### src/hw/rtl/nnr_pkg.sv
package nnr_pkg;

  localparam int MAX_ROWS_DEF  = 512;
  localparam int MAX_COLS_DEF  = 512;
  localparam int FRAC_BITS_DEF = 4;

  localparam int PIX_W   = 24;
  localparam int COORD_W = 16;
  localparam int LOAD_W  = 9;
  localparam int SIZE_W  = 10;
  localparam int CMP_W   = 18;
  localparam int PADDR_W = 4;

  localparam logic [1:0] REG_ROWS  = 2'd0;
  localparam logic [1:0] REG_COLS  = 2'd1;
  localparam logic [1:0] REG_MODE  = 2'd2;
  localparam logic [1:0] REG_EDGE  = 2'd3;

  localparam logic FUNC_LOAD   = 1'b0;
  localparam logic FUNC_LOOKUP = 1'b1;

  localparam logic MODE_REPLICATE = 1'b0;
  localparam logic MODE_CONSTANT  = 1'b1;

  typedef struct packed {
    logic [SIZE_W-1:0] image_rows;
    logic [SIZE_W-1:0] image_cols;
    logic              edge_mode;
    logic [7:0]        edge_value;
  } cfg_t;

  typedef struct packed {
    logic valid;
    logic lookup;
    logic we;
    logic outside;
    logic use_edge;
  } pipe_ctl_t;

endpackage

### src/hw/rtl/nnr_cfg.sv
module nnr_cfg
  import nnr_pkg::*;
(
  input  logic               clk,
  input  logic               rst,
  input  logic               psel,
  input  logic               penable,
  input  logic               pwrite,
  input  logic [PADDR_W-1:0] paddr,
  input  logic [31:0]        pwdata,
  output logic [31:0]        prdata,
  output logic               pready,
  output cfg_t               cfg
);

  logic wr;

  assign pready = 1'b1;
  assign wr     = psel && penable && pwrite && pready;

  always_ff @(posedge clk) begin
    if (rst) begin
      cfg.image_rows <= SIZE_W'(512);
      cfg.image_cols <= SIZE_W'(512);
      cfg.edge_mode  <= MODE_REPLICATE;
      cfg.edge_value <= 8'd0;
    end else if (wr) begin
      unique case (paddr[3:2])
        REG_ROWS: cfg.image_rows <= pwdata[SIZE_W-1:0];
        REG_COLS: cfg.image_cols <= pwdata[SIZE_W-1:0];
        REG_MODE: cfg.edge_mode  <= pwdata[0];
        REG_EDGE: cfg.edge_value <= pwdata[7:0];
        default: ;
      endcase
    end
  end

  always_comb begin
    unique case (paddr[3:2])
      REG_ROWS: prdata = 32'(cfg.image_rows);
      REG_COLS: prdata = 32'(cfg.image_cols);
      REG_MODE: prdata = 32'(cfg.edge_mode);
      REG_EDGE: prdata = 32'(cfg.edge_value);
      default:  prdata = 32'd0;
    endcase
  end

endmodule

### config.mk
export PLATFORM = sky130hd
export DESIGN_NAME = nnr_cfg
export DESIGN_NICKNAME = d
export VERILOG_FILES = /design/src/hw/rtl/nnr_pkg.sv /design/src/hw/rtl/nnr_cfg.sv
export SDC_FILE = /design/constraint.sdc
export NUM_CORES = 1
export LEC_CHECK = 0
export CAP_MARGIN = 20
export CORE_ASPECT_RATIO = 1.4
export CORE_MARGIN = 2
export CORE_UTILIZATION = 55
export CTS_CLUSTER_DIAMETER = 40
export DETAILED_ROUTE_END_ITERATION = 10
export DONT_BUFFER_PORTS = 1
export PLACE_DENSITY = 0.8
export SLEW_MARGIN = 15
export SYNTH_ARGS = -nofsm -noshare
export SYNTH_HDL_FRONTEND = slang
export SYNTH_SLANG_ARGS = --single-unit
### constraint.sdc
create_clock -name clk -period 2.5 [get_ports clk]
set_clock_uncertainty 0.1 [all_clocks]
set_input_delay 0.375 -clock clk [delete_from_list [all_inputs] [get_ports clk]]
set_output_delay 0.375 -clock clk [all_outputs]
set_load 0.05 [all_outputs]
# After elaboration in Yosys (flattened, before gate mapping)

Cells that the tools add are included.
W data, S select, Z words.

Eq/ne operators: 3
Multiplexer cells: 1
Reductions and logical operators: 7

Operator list:

| operator             | count |
|---|---|
| $pmux W32 S4         | 1 |
| $reduce_and A2 Y1    | 4 |
| $eq A2 B2 Y1 const B | 2 |
| $eq A2 B1 Y1 const B | 1 |
| $logic_and A1 B1 Y1  | 2 |
| $logic_not A2 Y1     | 1 |

Register bits after elaboration: 29
Bits of input ports: 41
Output and inout bits: 62
Logic and storage cells: 15

# Longest topological paths before layout

Depth after elaboration: 3
Gate-level depth with buffers: 5
Depth with buffers taken out: 3

# Worst setup path before layout

Ideal clock, no wire load.

Path kind: input to output
Start point: input port paddr[2]
End point: output port prdata[1]
Arrival: 1.886 ns
Data required time: 2.025 ns
Setup slack: 0.139 ns
Stages: 4
Buffers on the path: 2
Path through: buf_6 buf_4 mux2i_1 o21ai_0

Word-level cells in the longest chain between the ends: 2
Elaborated cells between the ends (all ways): 5
Those cells by class: eq/ne (3); mux (1); reduce/logical (1)

Ends and longest elaborated chain:

| element                                    | line          | text |
|---|---|---|
| start, declared                            | nnr_cfg.sv:9  | `input logic [PADDR_W-1:0] paddr,` |
| $eq A2 B2 Y1, or another cell as far along | nnr_cfg.sv:39 | `unique case (paddr[3:2])` |
| $pmux W32 S4 (*)                           | nnr_cfg.sv:39 |  |
| end, declared                              | nnr_cfg.sv:11 | `output logic [31:0] prdata,` |

Mark *: on every way between the ends. The rest lies on a longest branch, timed or not. The select of a mux whose other input is x is not followed.

# Final worst setup path

Start point: register cfg[11] (netlist bit)
End point: output port prdata[2]

Word-level cells in the longest chain between the ends: 1

Ends and longest elaborated chain:

| element         | line          | text |
|---|---|---|
| start, declared | nnr_cfg.sv:13 | `output cfg_t cfg` |
| $pmux W32 S4    | nnr_cfg.sv:39 |  |

No other way between the ends. The select of a mux whose other input is x is not followed.

==> run metrics <==
Post-Place Cells=211; setup TNS=0 ns; # resized after CTS=0; Nets=222; die width=49.4 um; Synth Flop Type=dfxtp_1; DR iter-0 viols=14; max_cap viols=0; Synth Area in XOR/XNOR=0%; Final Max Tran Viols=0; Comb power frac=12.5%; Routed WL=3330 um; Worst-Skew Late Latency=0.28 ns; met2 GRT Util=between 40% and 50%; Pleak=a little over 0.8 nW; Pint=roughly 800 uW; Slew @ Worst Pin=0.587 ns; Critical Path End Type=output port; Vias=1119; clock sink count=29; Worst Path Arrival=1.52 ns; Synth top area share=between 30% and 40%; largest registers=cfg x29; grt met3 use=6.86%; H-tree depth=2; Post-synth ARST share=0%; # diodes=0; Setup-failing EPs final=0; gr busiest metal=met2; Die ar.=3340 um2; post-synthesis adder-cell area fraction=0%; HP Class=in2reg; Routed WL per cell=between 15 and 20 um; hold_buf cts=0; share of cells above drive strength 1=15.9%; Clock transition at path regs=0.06 ns; Area Overhead vs Synth=9.77%; M1 GR Usage=19.7%; period utilization=79.7%; status=complete, no violations; CTS tree=done; Cell Area, Synth=approximately 1600 um2; initial antenna violation count=0; Yosys reg bits=29; Max Freq=0.502 GHz; Starting Density=between 50% and 60%; Sw Ratio=27.1%; Final GP Congestion=about 0.67; EDFF count, synth=0; Util after Layout=61.8%; largest family of logic cells by synthesized area=multiplexers; CP max FO=3; complex-gate fraction of the synthesized area=under 10%; Via density=5.11; max reg flops=29; grt ovf=0; Synth area leader=dfxtp_1; crit start category=flip-flop; cts bufs inserted=5; Boundary Pins=between 100 and 150; ranking of synthesized cells by area=dfxtp_1 37%, mux2i_1 24%, nand2b_1 14%; Root Buffer=clkbuf_8; DP HPWL=between 2000 and 2500 um; Clock Power Share=between 40% and 50%; Largest Register=cfg; core area=roughly 2800 um2; largest net degree at the start of global routing=40; synthesis warning total=0; Cells after Synth=~170; die height=between 60 and 70 um; PD cells=around 650 nW/um2; Cell Count, Final, Fillers Out=219; buffers added on ports=0; Synth cell types=21; Simple-Gate Fraction of Synth Area=20.6%; Setup Buffers After CTS=0; RSZ-0062 raised after global routing=false; first-pass GRT wire length=between 5000 and 6000 um; Slew HR=about three fifths; gr usage total=21.2%; Setup CP Type=reg2out; vias in the first global route=1104; Flop pwr share=43.2%; sequential area share after synthesis=36.6%; post-route ant nets=0; syn avg cell area=9.51 um2; drt first pass iters=3; Worst IR Drop VDD=0.000549 V; site row count=23; DRC viols=0; mux cell area share after synthesis=25.4%; CTS Buffer Depth=2; CP required=just over 2 ns; switching power=305 uW; final hold violations=0; Final min period=1.99 ns
path summary, 6_finish.rpt:
kind	from	slack [ns]	endpoint	cells after the start
max	cfg[11]	0.51	prdata[2]	3
min	rst	0.17	cfg[28]	2
max reg2reg	cfg[21]	1.38	cfg[21]	2
min reg2reg	cfg[19]	0.57	cfg[19]	3
cells by family (layout without fill, tap and decap cells):
group / after synthesis / after routing
other: 2 / 23
multiplexers: 39 / 39
flip-flops: 29 / 29
AO/OA/AOI/OAI: 7 / 7
buffers and inverters: 33 / 27
AND/OR/NAND/NOR: 57 / 57
cell type report:
type	count	area, um2
Clock buffer	7	86.3
Clock inverter	1	30.0
Fill cell	267	1080
Multi-Input combinational cell	126	857
Tap cell	37	46.3
Timing Repair Buffer	19	143
Sequential cell	29	581
stage by stage:
step	setup WS (ns)	area, um2	hold slack (ns)	power [mW]
floorplan	0.139	1670	0.446	0.666
global placement	0.896	1630	0.441	0.636
detailed placement	0.829	1630	0.454	0.638
CTS	0.513	1740	0.161	1.13
global route	0.453	1740	0.177	1.16
finish	0.508	1740	0.165	1.13
layout by cell type (no fill, tap or decap), types with 2 or more instances in the layout:
cell type  Yosys  final
clkbuf_8       0      6
conb_1         2     23
nand2b_1      36     36
nand2_1        7      7
nand3b_1       2      2
mux2i_1       38     38
dfxtp_1       29     29
o21ai_1        0      6
buf_4         25     19
nor2_1         5      5
worst max-delay path, cell delays in order, from the launching register on:
cell	delay, ns
dfxtp_1	0.67
mux2i_1	0.17
o21ai_1	0.18
buf_4	0.22
power by group through the flow:
stage	Clock, mW	Combinational [mW]	Sequential (mW)
floorplan	0	0.163	0.503
global placement	0	0.139	0.497
detailed placement	0	0.141	0.497
CTS	0.507	0.141	0.487
global route	0.528	0.147	0.488
finish	0.500	0.141	0.487
synthesized netlist by cell type (2+ instances only):
cell      instances
clkbuf_1          4
conb_1            2
mux2i_1          38
dfxtp_1          29
buf_6             2
o21ai_0           7
nand3b_1          2
buf_4            25
nor2_1            5
nand2b_1         36
nand2_1           7
layer usage:
layer | vias up | part of all wire, %
met5 | - | 0
met4 | 0 | 2.1
met3 | 6 | 6.9
met2 | 47 | 56
met1 | 534 | 35
li1 | 532 | -
(Power assumes the default switching activity.)
